==> config.mk <==
export PLATFORM = sky130hd
export DESIGN_NAME = sspf_div
export DESIGN_NICKNAME = d
export VERILOG_FILES = /design/src/design/sspf_pkg.sv /design/src/design/sspf_div.sv
export SDC_FILE = /design/constraint.sdc
export NUM_CORES = 1
export LEC_CHECK = 0
export BUFFER_PORTS_ARGS = -buffer_cell sky130_fd_sc_hd__buf_2
export CAP_MARGIN = 20
export CORE_ASPECT_RATIO = 1.1
export CORE_MARGIN = 2
export CORE_UTILIZATION = 35
export DETAILED_ROUTE_END_ITERATION = 10
export HOLD_SLACK_MARGIN = 0.03
export MAX_ROUTING_LAYER = met4
export PLACE_DENSITY_LB_ADDON = 0.08
export SYNTH_ARGS = -nofsm -noshare
export SYNTH_HDL_FRONTEND = slang
export SYNTH_SLANG_ARGS = --single-unit
==> constraint.sdc <==
create_clock -name clk -period 12.9 [get_ports clk]
set_clock_uncertainty 0.1 [all_clocks]
set_input_delay 3.225 -clock clk [delete_from_list [all_inputs] [get_ports clk]]
set_output_delay 3.225 -clock clk [all_outputs]
set_load 0.005 [all_outputs]
==> src/design/sspf_pkg.sv <==
// Package for the speed sample plausibility filter.
// Holds the shared types, codes and reset constants; depends on nothing.
package sspf_pkg;

	localparam int SAMPLE_W = 16;
	localparam int ACC_W    = 25;

	// item codes
	localparam logic FUNC_SAMPLE = 1'b0;
	localparam logic FUNC_TICK   = 1'b1;
	localparam logic KIND_ERR    = 1'b0;
	localparam logic KIND_AVG    = 1'b1;

	// configuration register indexes
	typedef enum logic [2:0] {
		CFG_MAX_NORMAL  = 3'd0,
		CFG_RUN_LIMIT   = 3'd1,
		CFG_GAP         = 3'd2,
		CFG_WINDOW      = 3'd3,
		CFG_SCALE       = 3'd4
	} sspf_cfg_idx_t;

	// register reset values
	localparam logic [15:0] RST_MAX_NORMAL = 16'h7FFF;
	localparam logic [7:0]  RST_RUN_LIMIT  = 8'd3;
	localparam logic [15:0] RST_GAP        = 16'd100;
	localparam logic [7:0]  RST_WINDOW     = 8'd20;
	localparam logic [15:0] RST_SCALE      = 16'd256;

	typedef struct packed {
		logic [15:0] max_normal;
		logic [7:0]  invalid_run_limit;
		logic [15:0] jump_gap;
		logic [7:0]  window_ticks;
		logic [15:0] scale_q8;
	} sspf_cfg_t;

	// result leaving the tracker: error value or accumulator snapshot
	typedef struct packed {
		logic                kind;
		logic [SAMPLE_W-1:0] value;
		logic [ACC_W-1:0]    acc;
		logic                ok;
	} sspf_res_t;

	// finished message
	typedef struct packed {
		logic                kind;
		logic [SAMPLE_W-1:0] value;
		logic                ok;
	} sspf_msg_t;

endpackage

==> src/design/sspf_div.sv <==
// Window average: accumulator / AVG_DIVISOR by reciprocal multiply, two stages.
// Stage 3 multiplies the magnitude, stage 4 shifts, restores sign, saturates.
module sspf_div #(
	parameter int AVG_DIVISOR = 20
) (
	input  logic                clk,
	input  logic                en,
	input  sspf_pkg::sspf_res_t res,
	output sspf_pkg::sspf_msg_t msg
);
	import sspf_pkg::*;

	// exact for every magnitude below 2**ACC_W
	localparam int DIV_LOG = $clog2(AVG_DIVISOR);
	localparam int SHIFT   = ACC_W + DIV_LOG;
	localparam longint unsigned RECIP =
		((64'd1 << SHIFT) + 64'(AVG_DIVISOR) - 64'd1) / 64'(AVG_DIVISOR);
	localparam int RECIP_W = $clog2(RECIP + 64'd1);
	localparam int PROD_W  = ACC_W + RECIP_W;
	localparam int QW      = PROD_W - SHIFT;
	localparam logic [RECIP_W-1:0] RECIP_C = RECIP_W'(RECIP);
	localparam logic [QW-1:0] POS_LIM = QW'(32767);
	localparam logic [QW-1:0] NEG_LIM = QW'(32768);

	logic                neg;
	logic [ACC_W-1:0]    mag;
	logic [PROD_W-1:0]   prod;

	logic [PROD_W-1:0]   prod_s4;
	logic                neg_s4;
	logic                kind_s4;
	logic [SAMPLE_W-1:0] value_s4;
	logic                ok_s4;

	logic [QW-1:0]       quo;
	logic [SAMPLE_W-1:0] avg;

	always_comb begin
		neg  = res.acc[ACC_W-1];
		mag  = neg ? (~res.acc + 1'b1) : res.acc;
		prod = PROD_W'(mag) * PROD_W'(RECIP_C);
	end

	always_ff @(posedge clk) begin
		if (en) begin
			prod_s4  <= prod;
			neg_s4   <= neg;
			kind_s4  <= res.kind;
			value_s4 <= res.value;
			ok_s4    <= res.ok;
		end
	end

	always_comb begin
		quo = prod_s4[PROD_W-1:SHIFT];
		if (!neg_s4 && (quo > POS_LIM)) begin
			avg = 16'h7FFF;
		end else if (neg_s4 && (quo > NEG_LIM)) begin
			avg = 16'h8000;
		end else if (neg_s4) begin
			avg = 16'(-quo[15:0]);
		end else begin
			avg = quo[15:0];
		end
		msg.kind  = kind_s4;
		msg.value = (kind_s4 == KIND_ERR) ? value_s4 : avg;
		msg.ok    = ok_s4;
	end

endmodule

Word level (Yosys, flattened, before mapping)
Cells that the tools add are included.
{"block": "word_totals", "register_bits": 68, "output_inout_bits": 18, "elab_cells": 19}
{"block": "op_classes", "addsub": 2, "n_mul": 1, "n_lt_le_gt_ge": 2, "muxes": 5, "bitwise_logic": 1, "reduce_logical": 3}
{"operator": "16-bit 2-to-1 mux", "count": 4}
{"operator": "25-bit by 24-bit multiplier with 49-bit output (second input constant)", "count": 1}
{"operator": "25-bit by 1-bit adder with 25-bit output (second input constant)", "count": 1}
{"operator": "25-bit 2-to-1 mux", "count": 1}
{"operator": "25-bit inverter", "count": 1}
{"operator": "21-bit by 15-bit greater-than comparator with 1-bit output (second input constant)", "count": 1}
{"operator": "21-bit by 16-bit greater-than comparator with 1-bit output (second input constant)", "count": 1}
{"operator": "16-bit negator", "count": 1}
{"operator": "1-bit logical AND", "count": 2}
{"operator": "1-bit logical NOT", "count": 1}

Logic depth before layout (Yosys ltp)
{"block": "logic_depth", "depth_word": 5, "depth_mapped": 29, "ltp_nobuf": 29}

Worst setup path after synthesis
Ideal clock, no wire load.
{"block": "synth_path", "path_type": "input to register", "from": "input port res[8] in the netlist's numbering", "to": "register prod_s4[48] (data pin)", "t_arrival_ns": 10.214, "required_ns": 12.534, "slack_ns": 2.320, "path_stages": 26, "path_buffers": 0, "cell_sequence": "nor4_1 > nand2b_1 > or3_1 > or2_2 > o41ai_1 > xnor2_1 > ha_1 > fa_1 > inv_1 > fa_1 > fa_1 > inv_1 > fa_1 > fa_1 > inv_1 > fa_1 > inv_1 > ha_1 > a21oi_1 > o21ai_0 > a21boi_0 > a21oi_1 > a211oi_2 > o21ai_0 > o41ai_1 > xnor2_1"}
{"block": "synth_between", "elab_chain_cells": 4}
{"item": "start, declared", "line_no": "sspf_div.sv:8", "source": "input sspf_pkg::sspf_res_t res,"}
{"item": "25-bit inverter", "line_no": "sspf_div.sv:40", "source": "mag = neg ? (~res.acc + 1'b1) : res.acc;"}
{"item": "25-bit by 1-bit adder with 25-bit output", "line_no": "sspf_div.sv:40"}
{"item": "25-bit 2-to-1 mux (*)", "line_no": "sspf_div.sv:40"}
{"item": "25-bit by 24-bit multiplier with 49-bit output (*)", "line_no": "sspf_div.sv:41", "source": "prod = PROD_W'(mag) * PROD_W'(RECIP_C);"}
{"item": "net prod[48]", "line_no": "sspf_div.sv:27", "source": "logic [PROD_W-1:0] prod;"}
{"item": "end signal, assigned", "line_no": "sspf_div.sv:46", "source": "prod_s4 <= prod;"}
{"item": "end, declared", "line_no": "sspf_div.sv:29", "source": "logic [PROD_W-1:0] prod_s4;"}
The timed path passes the listed nets; every way through them passes the cells marked *.
A chain may end at the register's enable or synchronous reset.

Final worst setup path
{"block": "layout_path", "from": "input port res[1] in the netlist's numbering", "to": "register prod_s4[43] (data pin)"}
The elaborated chain is that of the path after synthesis.

==> metrics.txt <==
Max Buffers Root-to-Sink=2; Max Slew Vio Count=0; Slowest-stage cell, CP=xnor2_1; Cell variety after synth=62; Critical path buffers and inverters=6; P&R area growth vs syn=8.53%; CP Depth=27; setup bufs post-CTS=0; DR iter-0 viols=413; number of remaining DRC errors=0; CP endpoint kind=flop; Critical Path Most Common Cell=fa_1; DP Cell Count=1914; H-tree depth=2; via-per-instance ratio=4.70; Critical Path RT=12.86 ns; Initial Util=0.355; first-pass GRT wire length=57.3 mm; Ys Warns=0; Nets=about 2000; FFs w/ async S/R, synth=0; number of synthesized flops with an enable pin=40; GRT Total Usage=0.197; Fmax achieved=89.9 MHz; Routed WL=35.7 mm; gpl congestion=approximately 0.9; antenna cells=0; area of the multi-input gates=10400 um^2; Die Wd=189 um; Setup TNS=0 ns; post_cts resized=0; # setup viols final=0; Final ANT Viol Nets=0; ranking of synthesized cells by area=fa_1, ha_1, inv_1; row count=74; drt wl/cell=18.6 um; core area=around 37000 um^2; placed wire-length estimate=32.2 mm; GRT overflow=0; Syn Inst Count=1356; crit path DAT=11.09 ns; status=completed; period utilization=0.862; Yosys top cell by area=fa_1; cell family with most CP delay=adder cells; Mapped Nets=1891; Die Footprint=39200 um^2; RSZ-0062 raised after global routing=no; crit path to=prod_s4[43]; CTS Hold Bufs=0; PortBufs=62; Layout fillers=3782; Initial DRT Pass Iterations=4; share of layout cells above drive strength 1=0.0700; initial antenna violation count=0; vias in the first global route=9885; Sink Count=40; Mapped Area=13200 um^2; CTS tree=done; top cells by count, synth=inv_1, ha_1, fa_1; placed instance area=14200 um^2; slowest stage delay, CP=0.82 ns; Die Ht=roughly 210 um; register area=1200 um^2; Critical Path Start Type=primary input; count leader, synth=inv_1; largest net degree at the start of global routing=41; Vias=9034; IO Pins=63; flops & latches, synth=40; Critical path origin=res[1]; Final Instance Area=14300 um^2; Max Cap Violations=0; crit-path max FO=11; worst hold path class=in -> reg; minimum clock period=~11 ns; sequential area share after synthesis=0.0912; worst slew pin tran=1.03 ns; Worst-path clk slew=0.06 ns; top-area cell type share of the netlist area=0.353; non-filler cells in the finished layout=around 1900; Syn Area/Cell=9.71 um^2; CTS root buf=clkbuf_16; Final Hold Vio Count=0; Worst Path Class, Setup=in -> reg; Slew HR=0.308; Top FF cell, synth=edfxtp_1; TritonCTS Buffers=5
[layer usage]
metal	share of wire	wire length, um	GRT usage
met5	0	0	-
met4	0.015	522	0.0291
met3	0.029	1040	0.0161
met2	0.47	16900	0.324
met1	0.48	17300	0.270
[worst min-delay path by stage]
stage	end	cells after the start	slack, ns	from
finish	value_s4[12]	1	3.02	res[38]
global route	ok_s4	1	3.01	res[0]
CTS	value_s4[3]	1	3.01	res[29]
detailed placement	value_s4[3]	1	3.30	res[29]
global placement	ok_s4	1	3.30	res[0]
floorplan	kind_s4	0	3.22	res[42]
[sequential cells by signal, indices dropped and copies added, names as in the netlist]
register and flops:
value_s4 16, prod_s4 21, neg_s4 1, ok_s4 1
kind_s4 1
[cell usage in the layout, fill, tap and decap left out, drive strengths merged, types with 5 or more instances in the layout]
cell type	count
xor2	17
a211oi	7
o211ai	7
a21o	10
edfxtp	40
nand2	47
o41ai	5
fa	232
or3	6
o31ai	7
nand3	18
nor3	11
nand4	16
nor2	59
buf	77
clkbuf	7
a21oi	49
nor2b	5
nor4	5
o21ai	43
xnor2	52
inv	399
nand2b	5
ha	258
[final cells by class]
type,count,share of cell area
multi-input cells,905,0.729
inverters,399,0.105
flip-flops and latches,40,0.0840
well taps,494,0.0432
repair buffers,77,0.0296
clock buffers,7,0.00928
clock inverters,1,0.000263
[cell families after synthesis]
logic type	after synthesis	synth area share
flops	40	0.0912
simple gates	188	0.0705
compound gates	158	0.0759
buf+inv	411	0.118
xor+xnor	69	0.0470
fa+ha+maj	490	0.598
[through the flow]
step | utilization | hold WS, ns | setup WS [ns]
after floorplan | - | 3.22 | 2.32
after global placement | 0.381 | 3.30 | 1.53
after detailed placement | 0.381 | 3.30 | 1.50
after CTS | 0.385 | 3.01 | 1.76
after global routing | 0.385 | 3.01 | 1.16
final | 0.385 | 3.02 | 1.78
Power is not shown: default switching activity piles up to over one toggle a cycle in this logic, so the estimate is an artifact.
