$ cat src/design/sspf_pkg.sv
// Package for the speed sample plausibility filter.
// Holds the shared types, codes and reset constants; depends on nothing.
package sspf_pkg;

	localparam int SAMPLE_W = 16;
	localparam int ACC_W    = 25;

	// item codes
	localparam logic FUNC_SAMPLE = 1'b0;
	localparam logic FUNC_TICK   = 1'b1;
	localparam logic KIND_ERR    = 1'b0;
	localparam logic KIND_AVG    = 1'b1;

	// configuration register indexes
	typedef enum logic [2:0] {
		CFG_MAX_NORMAL  = 3'd0,
		CFG_RUN_LIMIT   = 3'd1,
		CFG_GAP         = 3'd2,
		CFG_WINDOW      = 3'd3,
		CFG_SCALE       = 3'd4
	} sspf_cfg_idx_t;

	// register reset values
	localparam logic [15:0] RST_MAX_NORMAL = 16'h7FFF;
	localparam logic [7:0]  RST_RUN_LIMIT  = 8'd3;
	localparam logic [15:0] RST_GAP        = 16'd100;
	localparam logic [7:0]  RST_WINDOW     = 8'd20;
	localparam logic [15:0] RST_SCALE      = 16'd256;

	typedef struct packed {
		logic [15:0] max_normal;
		logic [7:0]  invalid_run_limit;
		logic [15:0] jump_gap;
		logic [7:0]  window_ticks;
		logic [15:0] scale_q8;
	} sspf_cfg_t;

	// result leaving the tracker: error value or accumulator snapshot
	typedef struct packed {
		logic                kind;
		logic [SAMPLE_W-1:0] value;
		logic [ACC_W-1:0]    acc;
		logic                ok;
	} sspf_res_t;

	// finished message
	typedef struct packed {
		logic                kind;
		logic [SAMPLE_W-1:0] value;
		logic                ok;
	} sspf_msg_t;

endpackage

$ cat src/design/sspf_scale.sv
// Sample gain: raw * Q8.8 gain, truncated toward zero, saturated to 16 bits.
// Purely combinational; uses sspf_pkg.
module sspf_scale (
	input  logic [sspf_pkg::SAMPLE_W-1:0] raw_sample,
	input  logic [15:0]                   scale_q8,
	output logic [sspf_pkg::SAMPLE_W-1:0] scaled
);
	import sspf_pkg::*;

	logic signed [16:0] gain;
	logic signed [33:0] prod;
	logic [33:0]        biased;
	logic signed [25:0] quo;

	always_comb begin
		gain   = $signed({1'b0, scale_q8});
		prod   = $signed(raw_sample) * gain;
		// bias negatives by 255 so the shift truncates toward zero
		biased = prod + {26'd0, {8{prod[33]}}};
		quo    = $signed(biased[33:8]);
		if (quo > 26'sd32767) begin
			scaled = 16'h7FFF;
		end else if (quo < -26'sd32768) begin
			scaled = 16'h8000;
		end else begin
			scaled = quo[15:0];
		end
	end

endmodule

$ cat config.mk
export PLATFORM = sky130hd
export DESIGN_NAME = sspf_scale
export DESIGN_NICKNAME = d
export VERILOG_FILES = /design/src/design/sspf_pkg.sv /design/src/design/sspf_scale.sv
export SDC_FILE = /design/constraint.sdc
export NUM_CORES = 1
export LEC_CHECK = 0
export ABC_AREA = 1
export ABC_CLOCK_PERIOD_IN_PS = 12300
export BUFFER_PORTS_ARGS = -buffer_cell sky130_fd_sc_hd__buf_2
export CAP_MARGIN = 5
export CORE_ASPECT_RATIO = 0.6
export CORE_MARGIN = 5
export CORE_UTILIZATION = 55
export DETAILED_ROUTE_END_ITERATION = 8
export GPL_TIMING_DRIVEN = 1
export PLACE_DENSITY = 0.72
export SYNTH_ARGS = -nofsm -noshare
export SYNTH_HDL_FRONTEND = slang
export SYNTH_SLANG_ARGS = --single-unit
$ cat constraint.sdc
create_clock -name vclk -period 12.3
set_clock_uncertainty 0.15 [all_clocks]
set_input_delay 1.23 -clock vclk [all_inputs]
set_output_delay 1.23 -clock vclk [all_outputs]
set_load 0.01 [all_outputs]
## Word level (Yosys, flattened, before mapping)

Index checks and enable logic that the tools add are counted.

- Memories: 0
- Bits in registers: 0
- Logic and storage cells: 6
- Latch bits: 0
- Memory bits (writable): 0
- Memory bits (read-only): 0

- Equal/unequal tests: 0
- Bitwise operators: 0
- Magnitude comparators: 2
- Reductions and logical operators: 0
- Add/subtract/negate cells: 1
- Shifts and indexed selects: 0
- Div/mod/pow operators: 0
- $mul: 1
- Mux-type cells: 2

Operators by type and width:

| operator | number |
|---|---|
| adder 33 x 9 -> 34 bit | 1 |
| multiplier 16 x 17 -> 33 bit | 1 |
| 2-to-1 mux 16 bit | 2 |
| greater-than comparator 26 x 16 -> 1 bit, second input constant | 1 |
| < comparator 26 x 16 -> 1 bit, second input constant | 1 |

## Depth between registers and ports, before layout

Gate-level depths: netlist (run 1).

- Depth after elaboration: 5
- Depth in mapped cells: 45

## Worst setup path after synthesis (run 1)

OpenSTA, ideal clock, no wires.

- Path type: input to output
- From: input scale_q8[5]
- To: output scaled[10] in the netlist's numbering
- Required time: 10.920 ns
- Slack: 3.096 ns
- Stages: 39
- Arrival: 7.824 ns
- Cell sequence: clkbuf_1 -> clkbuf_1 -> nand2_1 -> fa_1 -> inv_1 -> fa_1 -> inv_1 -> fa_1 -> inv_1 -> fa_1 -> fa_1 -> inv_1 -> fa_1 -> inv_1 -> ha_1 -> nand2_1 -> inv_1 -> nand2_1 -> (+3 left out) -> nand2_1 -> nand3_1 -> nand2_1 -> inv_1 -> ha_1 -> o21ai_0 -> inv_1 -> nand3_1 -> nand2_2 -> and2_1 -> buf_6 -> nand3b_1 -> nand2_1 -> nor3b_1 -> nand3_1 -> nand2_2 -> buf_6 -> nand2_1

- Longest elaborated chain between the ends: 5

RTL lines:

| what | RTL line | text |
|---|---|---|
| start: declaration | sspf_scale.sv:5 | `input logic [15:0] scale_q8,` |
| multiplier 16 x 17 -> 33 bit (*) | sspf_scale.sv:17 | `prod = $signed(raw_sample) * gain;` |
| adder 33 x 9 -> 34 bit (*) | sspf_scale.sv:19 | `biased = prod + {26'd0, {8{prod[33]}}};` |
| < comparator 26 x 16 -> 1 bit | sspf_scale.sv:23 | `end else if (quo < -26'sd32768) begin` |
| 2-to-1 mux 16 bit | sspf_scale.sv:23 |  |
| 2-to-1 mux 16 bit (*) | sspf_scale.sv:21 | `if (quo > 26'sd32767) begin` |
| end: declaration | sspf_scale.sv:6 | `output logic [sspf_pkg::SAMPLE_W-1:0] scaled` |

Mark *: on every way between the ends. The rest lies on a longest branch, timed or not.

## Final worst setup path (run 1)

- From: input raw_sample[15] in the netlist's numbering
- To: output scaled[0] in the netlist's numbering

- Longest elaborated chain between the ends: 5

RTL lines:

| what | RTL line | text |
|---|---|---|
| start: declaration | sspf_scale.sv:4 | `input logic [sspf_pkg::SAMPLE_W-1:0] raw_sample,` |
| multiplier 16 x 17 -> 33 bit (*) | sspf_scale.sv:17 |  |
| adder 33 x 9 -> 34 bit (*) | sspf_scale.sv:19 |  |
| < comparator 26 x 16 -> 1 bit | sspf_scale.sv:23 |  |
| 2-to-1 mux 16 bit | sspf_scale.sv:23 |  |
| 2-to-1 mux 16 bit (*) | sspf_scale.sv:21 |  |

Marks and branches as above.

==> results by group, run 1 <==
STA
  – Slew @ Worst Pin: 0.592 ns
  – Peak Freq: 0.0985 GHz
  – Final setup fails: 0
  – Hold Vio Cnt, Final: 0
  – Worst Slack Setup Final: 2.15 ns
  – Final Max Tran Viols: 0
  – Worst slew margin: 0.604
  – RSZ-0062 raised after global routing: no
  – Setup TNS: 0 ns
  – Final period util: 0.825
  – Final worst path period need: 10.15 ns

Critical path
  – Crit path max-delay family: adder cells
  – CP peak stage delay: 0.56 ns
  – Setup Crit Path Kind: primary input to primary output
  – Instance count on the critical path: 39
  – Critical Path Source: raw_sample[15]
  – CP bufs+invs: 9
  – Slowest-stage cell, CP: fa_1
  – Worst setup EP type: primary output
  – Most used cell, CP: nand2_1
  – Setup crit end: scaled[0]
  – CP Launch Type: primary input
  – CP required: 10.92 ns
  – Max FO, Critical Path: 17
  – Arrival @ worst endpoint: 8.77 ns

Floorplan
  – Rows: 40
  – Die width: 193 um
  – Core Region: 19900 sq um
  – Initial Utilization: 0.556
  – IO Pins: 48
  – Die extent in y: 120 um
  – Die area: 23200 sq um

Flow run
  – Max_cap viols: 0

Cells and area
  – Clkbuf count: 0
  – Post-route design area: 11400 sq um
  – Register area: 0 sq um
  – Leading cell type in the layout, fill and taps excluded: nand2_1
  – Commonest cells after routing, fill and taps aside: 573 x nand2_1, 518 x inv_1, 194 x fa_1
  – N_diodes: 0
  – Seq_cells: 0
  – P&R area growth vs syn: 3.05%
  – Layout cells sized above 1: 0.0495
  – Nets@finish: 2049

Clocking
  – CTS Hold Bufs: 0
  – Post-CTS setup buffers: 0
  – Cts repair resizes: 0

Placed design
  – Dpl hpwl: 26300 um
  – Total placed instance area: 11400 sq um
  – GPL Wtd Cong: 0.962
  – Pre-CTS setup slack: 2.30 ns
  – Port buffer count: 48

Synth
  – Register area share after synthesis: 0
  – Largest area contributor in the netlist: fa_1
  – Synthesized instance count: 1709
  – Top-area cell type share of the netlist area: 0.351
  – Leading post-synthesis cells by cell area: fa_1 35%, nand2_1 19%, inv_1 18%
  – Synthesized area: 11100 sq um
  – Synth cell types: 29
  – Yosys warnings: 0
  – Syn nets: 2058
  – Syn Area/Cell: 6.48 sq um

Routing
  – Final wirelength: 30100 um
  – Total number of vias: 9956
  – Post-DRT Antenna Nets: 0
  – Vias/cell: 5.05
  – Pre-antenna DRT Iters: 6
  – Drt drc: 0
  – WL/cell: 15.3 um
  – DRT iter0 DRCs: 792

Global route
  – GRT overflow: 0
  – Largest net degree at the start of global routing: 18
  – Vias in the first global route: 10100
  – GR Util All Layers: 0.274
  – First-pass GRT wire length: 50800 um
  – Antenna violations before repair: 0

Worst hold path
  – HP Class: primary input to primary output

Outcome
  – Outcome: completed
metrics by stage:
stage	std cells	utilization	hold WS, ns
after floorplan	1709	-	2.98
after global placement	1971	0.573	3.55
after detailed placement	1971	0.573	3.54
after CTS	1971	0.573	3.55
after global routing	1971	0.573	3.65
final	1971	0.573	3.56
worst min-delay path by stage:
stage	startpoint	to	slack (ns)	cells past startpoint
floorplan	scale_q8[0]	scaled[0]	2.98	11
global placement	raw_sample[15]	scaled[15]	3.55	11
global route	raw_sample[15]	scaled[15]	3.65	11
detailed placement	raw_sample[15]	scaled[15]	3.54	11
finish	raw_sample[15]	scaled[15]	3.56	11
CTS	raw_sample[15]	scaled[15]	3.55	11
cells in the mapped netlist:
| cell | count |
|---|---|
| nand4_1 | 18 |
| fa_1 | 194 |
| nand2_2 | 9 |
| o21ai_0 | 3 |
| nand3_1 | 38 |
| and2_0 | 1 |
| buf_6 | 3 |
| xor2_1 | 15 |
| xnor2_1 | 5 |
| ha_1 | 123 |
| xor2_2 | 1 |
| nor3_1 | 2 |
| and3_1 | 2 |
| buf_1 | 1 |
| clkbuf_1 | 55 |
| and2_1 | 6 |
| nand3b_1 | 9 |
| a21oi_1 | 16 |
| inv_1 | 518 |
| or2_2 | 8 |
| nor2_1 | 88 |
| nand3_2 | 3 |
| nor3b_1 | 1 |
| nor2_4 | 1 |
| nor2_2 | 13 |
| o21bai_1 | 1 |
| and2_2 | 1 |
| clkinv_1 | 1 |
| nand2_1 | 573 |
cells by family after synthesis:
family          Yosys count  synth area share
buf+inv                 578             0.198
compound gates           20           0.00927
xor+xnor                 21            0.0173
simple gates            773             0.286
fa+ha+maj               317             0.490
layer usage:
layer	vias up	GRT usage	part of all wire
li1	4782	-	-
met1	4747	0.430	0.49
met2	405	0.402	0.39
met3	22	0.0578	0.11
met4	0	0.0270	0.0069
met5	-	0	0
area by class of cell:
type               count  area, sq um
inverters            519         1950
fillers             2007         8510
repair buffers        48          240
well taps            273          342
multi-input cells   1131         8880
worst min-delay path, delay by kind of cell:
kind | cells | cell delay [ns]
fa+ha+maj | 1 | 0.18
xor+xnor | 2 | 0.32
simple gates | 3 | 0.24
buf+inv | 5 | 0.50
Power of run 1 is left out: the tool's default activity adds up to more than one toggle a clock period on the data nets, which glitch-free logic cannot reach.
==> inputs of run 2 (changes only) <==
- ABC_CLOCK_PERIOD_IN_PS: 12300 -> 8500
- PLACE_DENSITY: 0.72 -> 0.75
- clock period: 12.3 -> 8.5 ns (I/O delays scaled with it)
==> results by group, run 2 (synthesis results as in run 1) <==
Outcome
  – Outcome: completed

Critical path
  – Arrival @ worst endpoint: 7.32 ns (-1.45 ns)
  – Instance count on the critical path: 39 (unchanged)
  – Slowest-stage cell, CP: fa_1
  – CP peak stage delay: 0.58 ns (+0.02 ns)
  – Most used cell, CP: nand2_2
  – Setup Crit Path Kind: primary input to primary output
  – CP Launch Type: primary input
  – Worst setup EP type: primary output
  – CP bufs+invs: 9 (unchanged)
  – Critical Path Source: raw_sample[15]
  – Max FO, Critical Path: 8 (-9)
  – CP required: 7.50 ns (-3.42 ns)
  – Crit path max-delay family: adder cells

STA
  – Final period util: 0.979
  – Final setup fails: 0 (unchanged)
  – Worst slew margin: 0.614 (+0.00945)
  – Hold Vio Cnt, Final: 0 (unchanged)
  – Slew @ Worst Pin: 0.578 ns (-0.0141 ns)
  – Final worst path period need: 8.32 ns
  – Worst Slack Setup Final: 0.179 ns (-1.97 ns)
  – Final Max Tran Viols: 0 (unchanged)
  – RSZ-0062 raised after global routing: yes
  – Peak Freq: 0.120 GHz

Flow run
  – Max_cap viols: 0 (unchanged)

Floorplan
  – Die width: 193 um (unchanged)
  – Rows: 40 (unchanged)
  – IO Pins: 48 (unchanged)
  – Initial Utilization: 0.556 (unchanged)
  – Die extent in y: 120 um (unchanged)
  – Die area: 23200 sq um (unchanged)
  – Core Region: 19900 sq um (unchanged)

Placed design
  – Dpl hpwl: 28200 um (+7.1%)
  – GPL Wtd Cong: 1.07 (+11%)
  – Total placed instance area: 12700 sq um (+12%)
  – Placed cells: 2147 (+8.9%)
  – Port buffer count: 48 (unchanged)
  – Pre-CTS setup slack: -0.424 ns (-2.73 ns)

Clocking
  – CTS Hold Bufs: 0 (unchanged)

Worst hold path
  – Hold Path Depth: 15 (+4)
  – HP Class: primary input to primary output
  – Hold EP: scaled[0]
  – Hold path start: raw_sample[0]

Cells and area
  – Layout Cells excl Fill: 2167 (+9.9%)
  – Layout cells sized above 1: 0.228 (+0.178)
  – Fin util: 0.691 (+0.118)
  – Leading cell type in the layout, fill and taps excluded: nand2_1
  – Nets@finish: 2245 (+9.6%)
  – P&R area growth vs syn: 24.4%
  – Commonest cells after routing, fill and taps aside: 515 x nand2_1, 498 x inv_1, 196 x buf_4
  – Post-route design area: 13800 sq um (+21%)
  – Seq_cells: 0 (unchanged)
  – N_diodes: 0 (unchanged)
  – Register area: 0 sq um (unchanged)
  – Clkbuf count: 0 (unchanged)

Routing
  – Drt drc: 0 (unchanged)
  – Total number of vias: 10800 (+8.4%)
  – DRT iter0 DRCs: 770 (-2.8%)
  – Final wirelength: 33000 um (+9.5%)
  – WL/cell: 15.2 um (-0.42%)
  – Vias/cell: 4.98 (-1.4%)
  – Post-DRT Antenna Nets: 0 (unchanged)
  – Pre-antenna DRT Iters: 5 (-1)

Global route
  – GR Util All Layers: 0.290 (+0.0163)
  – Largest net degree at the start of global routing: 17 (-1)
  – GRT overflow: 0 (unchanged)
  – First-pass GRT wire length: 53700 um (+5.7%)
  – Antenna violations before repair: 0 (unchanged)
  – Vias in the first global route: 10700 (+6.0%)
## run 2: final cells by class
class                           count  area (sq um)
Inverter                          519          1950
Fill cell                        1738          6150
Tap cell                          273           342
Multi-Input combinational cell   1133          9560
Timing Repair Buffer              242          1910
## run 2: through the flow
step / hold WS, ns / TNS (ns)
global route: 3.15 / -1.95
floorplan: 2.22 / 0
global placement: 2.91 / -3.11
CTS: 3.00 / 0
finish: 3.05 / 0
detailed placement: 2.95 / -6.09
## run 2: worst max path at each step
stage,endpoint
global route,scaled[1]
detailed placement,scaled[1]
global placement,scaled[13]
finish,scaled[4]
CTS,scaled[4]
floorplan,scaled[10]
## run 2: timing repair
action,4_1_cts,5_1_grt
cloned,2,0
gates resized for setup,66,190
setup buffers,12,7
pin swaps,32,100
endpoints found under the setup margin,16,16
## run 2: metal layers
layer	wire, um	share of wire	global-route usage	up-vias
met5	0	0	0	-
met3	4160	0.13	0.0840	48
met1	14800	0.45	0.435	5074
li1	-	-	-	5181
met4	459	0.014	0.0332	0
met2	13600	0.41	0.431	491
Power of run 2 is left out for the same reason.
