[config.mk]
export PLATFORM = sky130hd
export DESIGN_NAME = sspf_track
export DESIGN_NICKNAME = d
export VERILOG_FILES = /design/src/design/sspf_pkg.sv /design/src/design/sspf_track.sv
export SDC_FILE = /design/constraint.sdc
export NUM_CORES = 1
export LEC_CHECK = 0
export BUFFER_PORTS_ARGS = -buffer_cell sky130_fd_sc_hd__buf_2
export CAP_MARGIN = 40
export CORE_MARGIN = 2
export CORE_UTILIZATION = 50
export DETAILED_ROUTE_END_ITERATION = 7
export GPL_TIMING_DRIVEN = 0
export PLACE_DENSITY = 0.76
export SYNTH_ARGS = -nofsm -noshare
export SYNTH_HDL_FRONTEND = slang
export SYNTH_SLANG_ARGS = --single-unit
[constraint.sdc]
create_clock -name clk -period 7.6 [get_ports clk]
set_input_delay 0.38 -clock clk [delete_from_list [all_inputs] [get_ports clk]]
set_output_delay 0.38 -clock clk [all_outputs]
set_load 0.01 [all_outputs]
[src/design/sspf_pkg.sv]
// Package for the speed sample plausibility filter.
// Holds the shared types, codes and reset constants; depends on nothing.
package sspf_pkg;

	localparam int SAMPLE_W = 16;
	localparam int ACC_W    = 25;

	// item codes
	localparam logic FUNC_SAMPLE = 1'b0;
	localparam logic FUNC_TICK   = 1'b1;
	localparam logic KIND_ERR    = 1'b0;
	localparam logic KIND_AVG    = 1'b1;

	// configuration register indexes
	typedef enum logic [2:0] {
		CFG_MAX_NORMAL  = 3'd0,
		CFG_RUN_LIMIT   = 3'd1,
		CFG_GAP         = 3'd2,
		CFG_WINDOW      = 3'd3,
		CFG_SCALE       = 3'd4
	} sspf_cfg_idx_t;

	// register reset values
	localparam logic [15:0] RST_MAX_NORMAL = 16'h7FFF;
	localparam logic [7:0]  RST_RUN_LIMIT  = 8'd3;
	localparam logic [15:0] RST_GAP        = 16'd100;
	localparam logic [7:0]  RST_WINDOW     = 8'd20;
	localparam logic [15:0] RST_SCALE      = 16'd256;

	typedef struct packed {
		logic [15:0] max_normal;
		logic [7:0]  invalid_run_limit;
		logic [15:0] jump_gap;
		logic [7:0]  window_ticks;
		logic [15:0] scale_q8;
	} sspf_cfg_t;

	// result leaving the tracker: error value or accumulator snapshot
	typedef struct packed {
		logic                kind;
		logic [SAMPLE_W-1:0] value;
		logic [ACC_W-1:0]    acc;
		logic                ok;
	} sspf_res_t;

	// finished message
	typedef struct packed {
		logic                kind;
		logic [SAMPLE_W-1:0] value;
		logic                ok;
	} sspf_msg_t;

endpackage

[src/design/sspf_track.sv]
// Run, hold and window tracker: all filter state and the per-item decision.
// Uses sspf_pkg; state moves only when upd is high.
module sspf_track (
	input  logic                          clk,
	input  logic                          arst_n,
	input  logic                          upd,
	input  logic                          func,
	input  logic [sspf_pkg::SAMPLE_W-1:0] scaled,
	input  sspf_pkg::sspf_cfg_t           cfg,
	output logic                          has_res,
	output sspf_pkg::sspf_res_t           res
);
	import sspf_pkg::*;

	logic [7:0]          tick_q;
	logic [7:0]          bad_q;
	logic [ACC_W-1:0]    acc_q;
	logic [SAMPLE_W-1:0] held_q;
	logic                held_valid_q;
	logic                ok_q;

	logic [7:0]          tick_inc;
	logic [7:0]          bad_inc;
	logic                is_sample;
	logic                over;
	logic                normal;
	logic                err;
	logic                report;
	logic signed [16:0]  diff;
	logic [16:0]         diff_mag;
	logic                take;
	logic [SAMPLE_W-1:0] add_val;
	logic [ACC_W:0]      sum;
	logic [ACC_W-1:0]    acc_sat;
	logic [ACC_W-1:0]    acc_mid;
	logic                ok_next;

	always_comb begin
		tick_inc  = tick_q + 8'd1;
		is_sample = (func == FUNC_SAMPLE);
		over      = is_sample && ($signed(scaled) > $signed(cfg.max_normal));
		normal    = is_sample && !over;
		bad_inc   = (bad_q == 8'hFF) ? bad_q : bad_q + 8'd1;
		err       = over && (bad_inc > cfg.invalid_run_limit);

		diff     = $signed({scaled[15], scaled}) - $signed({held_q[15], held_q});
		diff_mag = diff[16] ? 17'(-diff) : 17'(diff);
		take     = !held_valid_q || (diff_mag < {1'b0, cfg.jump_gap});
		add_val  = take ? scaled : held_q;

		sum = {acc_q[ACC_W-1], acc_q} + {{(ACC_W+1-SAMPLE_W){add_val[15]}}, add_val};
		// clamp at the 25-bit signed limits
		if (sum[ACC_W] == sum[ACC_W-1]) begin
			acc_sat = sum[ACC_W-1:0];
		end else begin
			acc_sat = {sum[ACC_W], {(ACC_W-1){~sum[ACC_W]}}};
		end
		acc_mid = normal ? acc_sat : acc_q;

		// an error clears the window, so it wins over a report
		report  = !err && (tick_inc == cfg.window_ticks);
		ok_next = err ? 1'b0 : (normal ? 1'b1 : ok_q);

		has_res   = err || report;
		res.kind  = err ? KIND_ERR : KIND_AVG;
		res.value = scaled;
		res.acc   = acc_mid;
		res.ok    = ok_next;
	end

	always_ff @(posedge clk or negedge arst_n) begin
		if (!arst_n) begin
			tick_q       <= '0;
			bad_q        <= '0;
			acc_q        <= '0;
			held_q       <= '0;
			held_valid_q <= 1'b0;
			ok_q         <= 1'b1;
		end else if (upd) begin
			tick_q <= has_res ? '0 : tick_inc;
			acc_q  <= has_res ? '0 : acc_mid;
			if (normal) begin
				bad_q <= '0;
			end else if (over) begin
				bad_q <= bad_inc;
			end
			if (normal && take) begin
				held_q       <= scaled;
				held_valid_q <= 1'b1;
			end
			ok_q <= ok_next;
		end
	end

endmodule

Yosys cells after proc, flatten, opt, wreduce, memory -nomap -nowiden
Index checks and enable logic that the tools add are counted.
- add/sub/neg operators: 5
- magnitude comparators: 3
- equal/unequal tests: 3
- muxes and demuxes: 12
- bitwise gates (word level): 2
- reductions and logical operators: 13
- operators with widths (cell ; number):
    2-to-1 mux 25 bit ; 3
    2-to-1 mux 8 bit ; 4
    adder 25 x 16 -> 26 bit ; 1
    < comparator 17 x 16 -> 1 bit ; 1
    2-to-1 mux 17 bit ; 1
    negator 17 bit ; 1
    subtractor 16 x 16 -> 17 bit ; 1
    adder 8 x 1 -> 8 bit, second input constant ; 2
    greater-than comparator 16 bit ; 1
    2-to-1 mux 16 bit ; 1
    == test 8 bit ; 1
    == test 8 bit, second input constant ; 1
    greater-than comparator 8 bit ; 1
    logical AND 1 bit ; 5
    AND reduction 2 bit ; 2
    logical NOT 1 bit ; 3
    2-to-1 mux 1 bit ; 3
    logical OR 1 bit ; 2
    inverter 1 bit ; 2
    nonzero test 2 bit ; 1
    == test 1 bit ; 1
- register bits: 59
- bits of input ports: 84
- output and inout port bits: 44
- logic and storage cells: 44

Depth between registers and ports, before layout
Gate-level depths: netlist of run 1.
- depth after elaboration: 11
- mapped depth: 35
- mapped depth without buffers: 32

Least setup slack after synthesis of run 1
Ideal clock, no wire load.
- path kind: input-to-output
- from: input scaled[0] in the netlist's numbering
- to: output res[14] in the netlist's numbering
- arrival time: 7285 ps
- required time: 7220 ps
- path slack: -65 ps
- cell stages on the path: 33
- buffers on the path: 4
- cell sequence: inv_1 ha_1 fa_1 nand2b_1 a21o_1 mux2i_1 a211oi_1 nand4_1 nor4b_4 nand2_1 o31ai_1 xnor2_1 ha_1 a2111o_1 a211oi_1 a211oi_1 nand2_1 o21a_1 buf_6 mux2_2 ha_1 clkbuf_1 a21oi_1 o21ai_1 a41o_1 o32ai_1 a31o_2 a41oi_1 or2_1 clkbuf_1 nand2_1 clkbuf_1 o21ai_0
- RTL lines (what ; RTL line ; text):
    start: declaration ; sspf_track.sv:8 ; input logic [sspf_pkg::SAMPLE_W-1:0] scaled,
    end: declaration ; sspf_track.sv:11 ; output sspf_pkg::sspf_res_t res

Final worst setup path of run 1
- from: register held_q[0]
- to: register held_q[15]
- cells in the longest elaborated chain, start to end: 7
- RTL lines (what ; RTL line ; text):
    start: declaration ; sspf_track.sv:18 ; logic [SAMPLE_W-1:0] held_q;
    start signal: assignment ; sspf_track.sv:88 ; held_q <= scaled;
    subtractor 16 x 16 -> 17 bit * ; sspf_track.sv:46 ; diff = $signed({scaled[15], scaled}) - $signed({held_q[15], held_q});
    negator 17 bit ; sspf_track.sv:47 ; diff_mag = diff[16] ? 17'(-diff) : 17'(diff);
    2-to-1 mux 17 bit * ; sspf_track.sv:47 ;
    < comparator 17 x 16 -> 1 bit * ; sspf_track.sv:48 ; take = !held_valid_q || (diff_mag < {1'b0, cfg.jump_gap});
    logical OR 1 bit * ; sspf_track.sv:48 ;
    logical AND 1 bit * ; sspf_track.sv:87 ; if (normal && take) begin
    AND reduction 2 bit (no line) * ; - ;
Mark *: on every way between the ends. The rest lies on a longest branch, timed or not.
A chain may end at the register's enable or synchronous reset.

==> results of run 1 <==
cell usage in the layout (no fill, tap or decap), types with 5 or more instances in the layout:
cell type / netlist / layout
clkbuf_1: 29 / 17
a211oi_1: 11 / 7
buf_2: 3 / 112
nand2_1: 109 / 107
ha_1: 83 / 57
buf_4: 17 / 71
a221o_1: 16 / 16
xnor2_1: 35 / 32
a22o_1: 7 / 7
a31oi_1: 8 / 5
nand4_1: 14 / 14
a21oi_2: 0 / 7
buf_6: 1 / 12
nor2b_1: 9 / 9
nand3_1: 28 / 27
nor2_1: 66 / 57
nor3_1: 11 / 9
nand2b_1: 14 / 12
o21ai_0: 82 / 65
o21a_1: 14 / 13
mux2_4: 8 / 14
o31ai_1: 9 / 8
nor2_2: 1 / 7
xor2_1: 21 / 20
o21ai_1: 2 / 12
o21ai_2: 1 / 7
ha_4: 0 / 12
inv_1: 75 / 74
mux2_2: 11 / 6
ha_2: 0 / 14
dfrtp_1: 58 / 57
mux2i_1: 7 / 7
a21o_1: 18 / 17
clkbuf_16: 0 / 10
or2_2: 6 / 5
a21oi_1: 59 / 49
synth_stat cells (3+ instances only):
library cell  number  area, sq um
a211oi_1          11         82.6
a21boi_0           3         22.5
a21o_1            18          135
a21oi_1           59          295
a221o_1           16          160
a22o_1             7         61.3
a22oi_1            3         22.5
a31o_2             4         35.0
a31oi_1            8         50.1
a41oi_1            3         26.3
and3_1             5         31.3
buf_2              3         15.0
buf_4             17          128
clkbuf_1          29          109
dfrtp_1           58         1450
ha_1              83         1040
inv_1             75          282
mux2_2            11          124
mux2_4             8          120
mux2i_1            7         70.1
nand2_1          109          409
nand2b_1          14         87.6
nand3_1           28          140
nand4_1           14         87.6
nor2_1            66          248
nor2b_1            9         56.3
nor3_1            11         55.1
o211ai_1           4         30.0
o21a_1            14          105
o21ai_0           82          410
o22ai_1            4         25.0
o31ai_1            9         67.6
or2_2              6         37.5
or3_1              3         18.8
xnor2_1           35          307
xor2_1            21          184
flip-flops by register name, indices dropped and copies added (netlist names):
register / count
acc_q: 25
bad_q: 8
held_valid_q: 1
ok_q: 1
held_q: 16
tick_q: 8
metrics by stage:
step / TNS (ps) / setup WS (ps)
floorplan: -569 / -64.5
global placement: -55000 / -1630
detailed placement: -58120 / -1710
CTS: 0 / 4.16
global route: -12800 / -393
finish: -3430 / -179
cell families (layout without fill, tap and decap cells):
family | after synthesis | after routing
XOR/XNOR | 56 | 56
AND/OR/NAND/NOR | 286 | 286
buffers and inverters | 128 | 314
AO/OA/AOI/OAI | 274 | 274
multiplexers | 26 | 27
adder cells (fa/ha/maj) | 86 | 86
flip-flops | 59 | 59
layer usage:
layer,part of all wire,global-route usage,vias up
met3,0.058,0.0369,76
met1,0.41,0.357,3570
met4,0.036,0.121,0
li1,-,-,3634
met5,0,0,-
met2,0.49,0.463,353
area by class of cell:
class | instances | share of cell area
Buffer | 45 | 0.0331
Clock buffer | 9 | 0.0236
Clock inverter | 7 | 0.0106
Inverter | 75 | 0.0295
Multi-Input combinational cell | 729 | 0.604
Sequential cell | 59 | 0.155
Tap cell | 180 | 0.0236
Timing Repair Buffer | 178 | 0.121
worst max-delay path by stage:
stage / from / end / slack, ps / cells past startpoint
global placement: scaled[0] / res[2] / -1630 / 36
detailed placement: scaled[0] / res[2] / -1710 / 36
CTS: held_q[0] / res[9] / 4 / 33
floorplan: scaled[0] / res[14] / -60 / 33
finish: held_q[0] / held_q[15] / -180 / 48
global route: held_q[0] / res[8] / -390 / 32
repair_timing:
action,in CTS,in global routing
setup buffers,46,17
gates cloned,2,2
setup endpoints to repair,50,51
gates resized for setup,77,100
pin swaps,21,30
==> summary by stage, run 1 <==
Status
The run finished, with violations left. The checks that failed: negative setup slack.

Global routing
The wire length of the first global-routing pass is between 30000 and 40000 um. The number of antenna violations at the first check in global routing is 0. The pin count of the biggest net entering global routing is 37. The global routing usage summed across all routing layers is 0.277. The via count of the first global-routing pass came to between 6000 and 7000. The total grt overflow is 0.

STA
Timing would allow up to between 100 and 150 MHz. The slew at the pin closest to its max-slew limit is between 800 and 900 ps. The total setup violations reported at the end of the flow is 35. On the final layout, the worst clock skew is between 9 and 10 ps. The worst path setup slack after routing is -179 ps. In this run the tightest slew margin relative to its limit is 0.396.

The final count of hold timing violations is 0. Dividing the final minimum period by the clock period gives 1.02. Setup repair after global routing could not meet its margin everywhere. The worst hold margin is roughly 44 ps.

The worst path in the final design needs a cycle of 7780 ps, including I/O delays and setup. The number of max-slew violations in the final report is 0.

CTS
In this run, CTS created clock tree buffers numbering 9. TritonCTS built the clock tree. The root buffer selected by CTS is clkbuf_16.

The maximum level of the CTS H-tree is 3. The maximum clock path buffer count is 2. The clock slew seen by the registers of the worst setup and hold paths is 60 ps. Clock latency on the worst-skew pair, taken at its later pin, is between 300 and 400 ps. After clock tree synthesis, the flow added hold-fix buffers numbering 0. The clock net in this run drives a total of around 60 sinks.

Die
The floorplan core area is 0.0139 sq mm. The height of the chip is about 120 um. The die outline width is around 120 um.

Row generation in the floorplan step produced 43 rows. The die covers 0.0153 sq mm. During I/O placement, the number of pins put on the boundary was 128.

The initial utilization of the core area, before any placement, comes to 0.513.

Place
The placer congestion estimate is 0.891. The number of instances in the placed design is approximately 1200. The estimated wirelength of the detail-placed design is about 14000 um. Input and output buffers added on the ports amount to between 100 and 150.

After detailed placement, the total cell area comes to 0.00795 sq mm.

Min path
The tightest min-delay check is of the in -> async type.

Synth
The netlist area before placement is 0.00715 sq mm. The count of flip-flops with a built-in enable after synthesis is 0. The number of warnings issued by yosys is 0. Counting distinct cell types in the post-synthesis netlist gives 82. The synthesized instance count is 915. Of the total synthesized cell area, the portion taken by AND, OR, NAND and NOR gates is 0.190.

The post-synthesis sequential area ratio is 0.207. The synthesized netlist net count is approximately 1100. The post-synthesis compound-gate area fraction is 0.257. Of the post-synthesis cell area, the part taken by muxes is 0.0439.

After synthesis the netlist holds a flip-flop and latch count of slightly below 60. Of the total synthesized cell area, the portion taken by XOR and XNOR cells is 0.0686. The average instance in the mapped netlist occupies around 7.8 sq um. By area, the combinational part of the netlist is dominated by compound AO/OA/AOI/OAI gates. The fraction of registers with async set or reset after synthesis is 1.00. The most frequently used flop master after synthesis is dfrtp_1. Of the total synthesized cell area, the portion taken by full adders, half adders and majority gates is 0.152.

Routing
The number of violations reported at the end of detailed-routing iteration 0 is 598. The number of vias after detailed routing is approximately 7600. The DRC violations left is 0. The count of nets left with antenna violations after detail routing is 0. The routed length per placed instance is between 15 and 20 um. Summed over all layers, the routed wires come to about 23000 um.

The via count normalized by instance count is between 5 and 6. The pre-antenna-repair detailed-routing pass consisted of 5 iterations.

Critical path
The largest single stage delay on the critical path is ~380 ps. The worst setup path category is reg -> reg. The worst-case register-to-register setup slack is -180 ps. The type of origin of the critical path is a flop. The biggest fanout along the worst timing path is 6.

The startpoint of the lowest-slack register-to-register path is held_q[0]. Broken down by cell family, the worst path's largest delay share belongs to buffers and inverters. The sum of buffers and inverters on the critical path is 30. The reg-to-reg critical path endpoint is held_q[15].

The worst setup path is captured at a flop. The required time reported for the critical path endpoint is between 7000 and 8000 ps. Among the stages of the critical path, the cell type that occurs most often is buf_4. The number of cells on the worst reg-to-reg path is 48.

The cell with the largest stage delay on the worst path is dfrtp_1. For the worst setup path, the data arrival time is a little over 8000 ps.

Cells and area
Measured on the finished design, the core utilization comes to 0.685. The post-route non-filler standard cell count is 1282. Fill cells in the final layout number ~1100.

The area taken by flip-flops and latches is approximately 0.0015 sq mm. In the final layout, the share of cells above drive strength 1 is 0.329. Compared with the post-synthesis result, the final layout area differs by 33.5%.

The final non-filler cell area is 0.00954 sq mm. In the final layout, the multi-input gates occupy between 0.005 and 0.006 sq mm. The number of inserted diodes is 0. At the end of the flow, the number of nets in the layout was roughly 1300.

Flow run
Max-cap violations in this run came to 0.
Power of run 1 is left out: the tool's default activity adds up to more than one toggle a clock period on the data nets, which glitch-free logic cannot reach.
==> run 2, diff against run 1 <==
Settings changed: CORE_UTILIZATION 50 to 40, PLACE_DENSITY 0.76 to 0.63.
==> summary by stage, run 2 (synthesis gave the netlist of run 1 again) <==
Cells and area
The post-route non-filler standard cell count is 1348 (+5.1%). From synthesis to final layout, the design area changed by 38.9%. The register with the most flip-flops in the final layout is acc_q. The flip-flop count of the largest register, all copies and words added is 25 (unchanged).

The most common cell after layout, fill and taps aside is buf_2. The top cell types in the final layout, fill and taps aside, are buf_2 (110), nand2_1 (107), buf_4 (91). The number of inserted diodes was 0 (unchanged).

The fraction of final layout cells sized beyond drive strength 1 came to 0.355 (+0.0259). The largest registers in the layout are acc_q (25), held_q (16). The net count of the finished layout is 1287 (+1.7%).

Global routing
The pin count of the biggest net entering global routing is 60 (+62%). The number of antenna violations at the first check in global routing is 0 (unchanged). The global routing usage summed across all routing layers is 0.229 (-0.0482). The via count of the first global-routing pass is 6952 (-0.54%).

The wire length of the first global-routing pass is 34400 um (+3.0%). The total grt overflow was 0 (unchanged).

Die
The initial cell density of the core was 0.412 (-0.101). The die outline width is 138 um (+11%). The floorplan core area is 0.0174 sq mm (+25%).

The area of the die is 0.0190 sq mm (+24%). The floorplan row count is 48 (+12%). The height of the chip is 138 um (+11%). The number of primary I/O pins is 128 (unchanged).

Status
The final reports fail on negative setup slack. The run finished, with violations left.

Critical path
In this run the worst setup path begins at held_q[0]. The cell with the largest stage delay on the worst path is a2111o_1. The kind of cell with the highest combined delay along the critical path is compound AO/OA/AOI/OAI gates. The worst-case reg-to-reg path depth is 46 (-4.2%). The worst endpoint data arrival time is 7390 ps (-660 ps). The largest incremental delay on the critical path was 440 ps (+60 ps). The reg-to-reg critical path endpoint is held_q[12]. STA classifies the critical path endpoint as a primary output. The worst setup path is of the reg -> out kind.

The worst setup path is launched from a flop. The end of the critical path is res[5]. The required time reported for the critical path endpoint is 7220 ps (-650 ps).

The sum of buffers and inverters on the critical path came to 3 (-90%). The number of cells on the critical path came to 31 (-35%). The worst-case register-to-register setup slack is 180 ps (+360 ps).

The biggest fanout along the worst timing path came to 6 (unchanged). The startpoint of the lowest-slack register-to-register path is held_q[6]. Among the stages of the critical path, the cell type that occurs most often is buf_6.

STA
Setup repair after global routing could not meet its margin everywhere. The number of max-slew violations in the final report is 0 (unchanged). The share of the clock period used by the worst path after layout was 1.02 (about the same). The slew at the pin closest to its max-slew limit came to 904 ps (+4.61 ps). The final period demand of the worst path is 7770 ps (-7.01 ps). The maximum frequency from static timing analysis is 129 MHz (about the same). The clock skew is 6.19 ps (-3.24 ps). The total setup violations reported at the end of the flow is 24 (-31%). The max-slew headroom at the worst pin came to 0.392 (-0.00401). The worst path setup slack after routing is -172 ps (+7.01 ps). The final count of hold timing violations came to 0 (unchanged).

CTS
The clock buffer count from CTS came to 9 (unchanged). The later-pin clock latency in the skew report came to 340 ps (about the same). The clock slew seen by the registers of the worst setup and hold paths is 60 ps (about the same). The maximum level of the CTS H-tree is 3 (unchanged). The TritonCTS clock tree is built. The count of clock tree sinks is 59 (unchanged).

The root buffer selected by CTS is clkbuf_16. The maximum clock path buffer count was 2 (unchanged). The hold-fix buffer count after cts was 0 (unchanged).

Routing
The count of nets left with antenna violations after detail routing is 0 (unchanged). The routed length per placed instance is 16.8 um (-5.8%). The number of vias after detailed routing is 7487 (-1.9%). The total routed wirelength came to 22700 um (-0.97%). The DRC violations left is 0 (unchanged). The first-pass iteration count of the detailed router came to 5 (unchanged). The number of violations reported at the end of detailed-routing iteration 0 is 447 (-25%).

The via count normalized by instance count came to 5.55 (-6.7%).

Place
The number of instances in the placed design is 1253 (+3.8%). The placer congestion estimate is 0.880 (-1.2%). The quantity of I/O buffers inserted on ports is 111 (unchanged).

The estimated wirelength of the detail-placed design is 15100 um (+4.2%).

Flow run
The max-cap check violation count is 0 (unchanged).

Min path
The worst hold path belongs to the class in -> async.
## run 2: metrics by stage
step,hold slack [ps],setup TNS (ps),area (sq um),setup slack (ps),utilization
final,138,-2370,9930,-172,0.572
after global placement,449,-64150,7980,-1820,0.460
after detailed placement,452,-65680,8000,-1830,0.461
after floorplan,84.4,-569,7150,-64.5,-
after global routing,200,-8600,9930,-434,0.572
after CTS,160,-1.43,9160,-1.43,0.527
## run 2: cell type report
cell class	count	area [sq um]
buffer	45	322
sequential	59	1480
fill	1527	7430
tap	225	282
clock buffer	11	243
clock inverter	5	62.6
timing repair buffer	199	1340
multi-input combinational	729	5920
inverter	75	282
## run 2: worst min path at each step
stage / end / cells past startpoint
5_1_grt: acc_q[18] / 1
4_1_cts: acc_q[18] / 1
2_1_floorplan: acc_q[0] / 0
6_report: acc_q[18] / 1
3_3_place_gp: ok_q / 2
3_5_place_dp: ok_q / 2
## run 2: what timing repair did
action	CTS	global route
setup buffers	55	31
setup endpoints to repair	50	51
pin swaps	27	48
resized for setup	89	123
gates cloned	3	2
hold endpoints to repair	0	0
## run 2: layer usage
layer,part of all wire,track usage
met1,0.45,0.301
met2,0.48,0.388
met3,0.047,0.0272
met4,0.026,0.0785
met5,0,0
Power of run 2 is left out for the same reason.
==> run 3, diff against run 2 <==
Settings changed: CORE_UTILIZATION 40 to 52, PLACE_DENSITY 0.63 to 0.78.
==> summary by stage, run 3 (synthesis gave the netlist of run 1 again) <==
Status
The run finished, with violations left. The final reports fail on negative setup slack.

Routing
The total routed wirelength is 21300 um (-6.0%). The count of nets left with antenna violations after detail routing was 0 (unchanged). The number of vias after detailed routing is 7439 (-0.64%). The amount of wire on met2 after detailed routing came to 10400 um (-4.0%).

The first-pass iteration count of the detailed router is 5 (unchanged). Routed signal wires occupy layers up through met4. The via count normalized by instance count is 5.93 (+6.7%).

The number of violations reported at the end of detailed-routing iteration 0 was 728 (+63%). The routed length per placed instance was 17.0 um (+0.93%). The routed length on met1 was 8830 um (-13%). The DRC violations left is 0 (unchanged). The amount of wire on met3 after detailed routing is 1410 um (+31%).

Cells and area
The net count of the finished layout came to 1243 (-3.4%). Leaving out fill and tap cells, the most frequent cell in the layout is buf_2. The flip-flop count of the largest register, all copies and words added came to 25 (unchanged).

The count of filler cells inserted in the layout is 1048 (-31%). The post-route non-filler standard cell count came to 1255 (-6.9%). The number of inserted diodes is 0 (unchanged). The area growth from synthesis to layout is 30.0%. The fraction of final layout cells sized beyond drive strength 1 came to 0.304 (-0.0513). The final cell utilization of the core is 0.696 (+0.124). Leaving out fill and tap cells, the most frequent cells in the layout are buf_2 (112), nand2_1 (105), inv_1 (75). The area taken by flip-flops and latches came to 0.00148 sq mm (unchanged).

acc_q holds more flip-flops than any other register. The area of the multi-input gates came to 0.00573 sq mm (-3.2%). In the final layout, the registers with the most flip-flops are acc_q (25), held_q (16). The final non-filler cell area came to 0.00929 sq mm (-6.4%).

STA
The clock skew is 5.48 ps (-0.708 ps). The total setup violations reported at the end of the flow is 24 (unchanged). The worst hold margin is 62.4 ps (-75.7 ps). The slew at the pin closest to its max-slew limit is 749 ps (-155 ps). The max-slew headroom at the worst pin is 0.496 (+0.105). The final count of hold timing violations is 0 (unchanged). The worst path setup slack after routing is -202 ps (-29.4 ps).

The maximum frequency from static timing analysis was 128 MHz (-0.38%). The share of the clock period used by the worst path after layout is 1.03 (+0.00387). The number of max-slew violations in the final report is 0 (unchanged). Setup repair after global routing could not meet its margin everywhere.

The final period demand of the worst path is 7800 ps (+29.4 ps).

Critical path
The worst-case register-to-register setup slack came to 290 ps (+110 ps). The largest incremental delay on the critical path is 450 ps (about the same). By startpoint and endpoint, the worst setup path is classified as reg -> out.

In this run the critical register-to-register path is launched from held_q[0]. The type of destination of the critical path is a primary output. The biggest fanout along the worst timing path was 6 (unchanged). The cell with the largest stage delay on the worst path is a2111o_1.

The required time reported for the critical path endpoint is 7220 ps (about the same). The worst-case reg-to-reg path depth was 30 (-35%). In this run the critical register-to-register path is captured at acc_q[2]. The worst endpoint data arrival time was 7420 ps (+30 ps). The type of origin of the critical path is a flop.

CTS
The count of clock tree sinks is 59 (unchanged). The root buffer selected by CTS is clkbuf_16. The hold-fix buffer count after cts is 0 (unchanged). The clock slew seen by the registers of the worst setup and hold paths came to 50 ps (about the same).

The maximum clock path buffer count is 2 (unchanged). The later-pin clock latency in the skew report is 340 ps (about the same). The clock buffer count from CTS was 9 (unchanged). TritonCTS built the clock tree. The maximum level of the CTS H-tree is 3 (unchanged).

Global routing
The via count of the first global-routing pass came to 6829 (-1.8%). The wire length of the first global-routing pass is 32400 um (-6.0%). The number of antenna violations at the first check in global routing is 0 (unchanged). The total grt overflow is 0 (unchanged). The pin count of the biggest net entering global routing is 34 (-43%). The global routing usage summed across all routing layers is 0.275 (+0.0460).

Die
The initial cell density of the core was 0.535 (+0.124). The height of the chip is 121 um (-12%). The number of primary I/O pins was 128 (unchanged).

The die outline width was 121 um (-12%). The area of the die is 0.0147 sq mm (-22%). The floorplan row count is 42 (-13%).

The floorplan core area is 0.0133 sq mm (-23%).

Place
The cell area after placement is 0.00794 sq mm (-0.66%). The estimated wirelength of the detail-placed design is 14400 um (-4.4%). The placer congestion estimate came to 0.912 (+3.6%). The number of instances in the placed design is 1203 (-4.0%). The quantity of I/O buffers inserted on ports is 111 (unchanged).

Min path
The classification of the worst-slack hold path is in -> async.

Flow run
The max-cap check violation count is 0 (unchanged).
==> run 3: timing repair <==
action | 4_1_cts | 5_1_grt
gates resized for setup | 89 | 69
buffers inserted | 26 | 13
endpoints found under the setup margin | 50 | 35
pin swaps | 28 | 38
cloned | 4 | 1
hold endpoints to repair | 0 | 0
==> run 3: per-stage QoR <==
stage          setup slack (ps)  TNS [ps]
5_1_grt                    -504    -10560
3_3_place_gp              -1560    -53120
4_1_cts                   -12.8     -12.8
3_5_place_dp              -1660    -57140
2_1_floorplan             -64.5      -569
6_report                   -202     -3090
==> run 3: critical path, delay by kind of cell (launching register included) <==
kind	cells	cell delay, ps
compound gates	12	2920
simple gates	7	1270
fa+ha+maj	4	1090
mux	3	640
buf+inv	4	580
flops	1	380
xor+xnor	1	160
==> run 3: worst max path at each step <==
stage                     endpoint  slack [ps]  cells after the start  startpoint
after floorplan            res[14]         -60                     33   scaled[0]
after global placement     res[14]       -1560                     36   scaled[0]
after detailed placement   res[14]       -1660                     36   scaled[0]
after CTS                   res[9]         -10                     33   held_q[0]
after global routing       res[17]        -500                     34   held_q[0]
final                       res[8]        -200                     31   held_q[0]
==> run 3: final cells by class <==
class	instances	area share
multi-input combinational	729	0.617
sequential	59	0.159
tap	176	0.0237
clock buffer	11	0.0261
clock inverter	5	0.00566
inverter	75	0.0303
timing repair buffer	156	0.106
buffer	44	0.0329
==> run 3: layer usage <==
layer	global-route usage	up-vias
met5	0	-
met4	0.0977	0
met3	0.0409	53
li1	-	3591
met2	0.474	323
met1	0.349	3472
Power of run 3 is left out for the same reason.
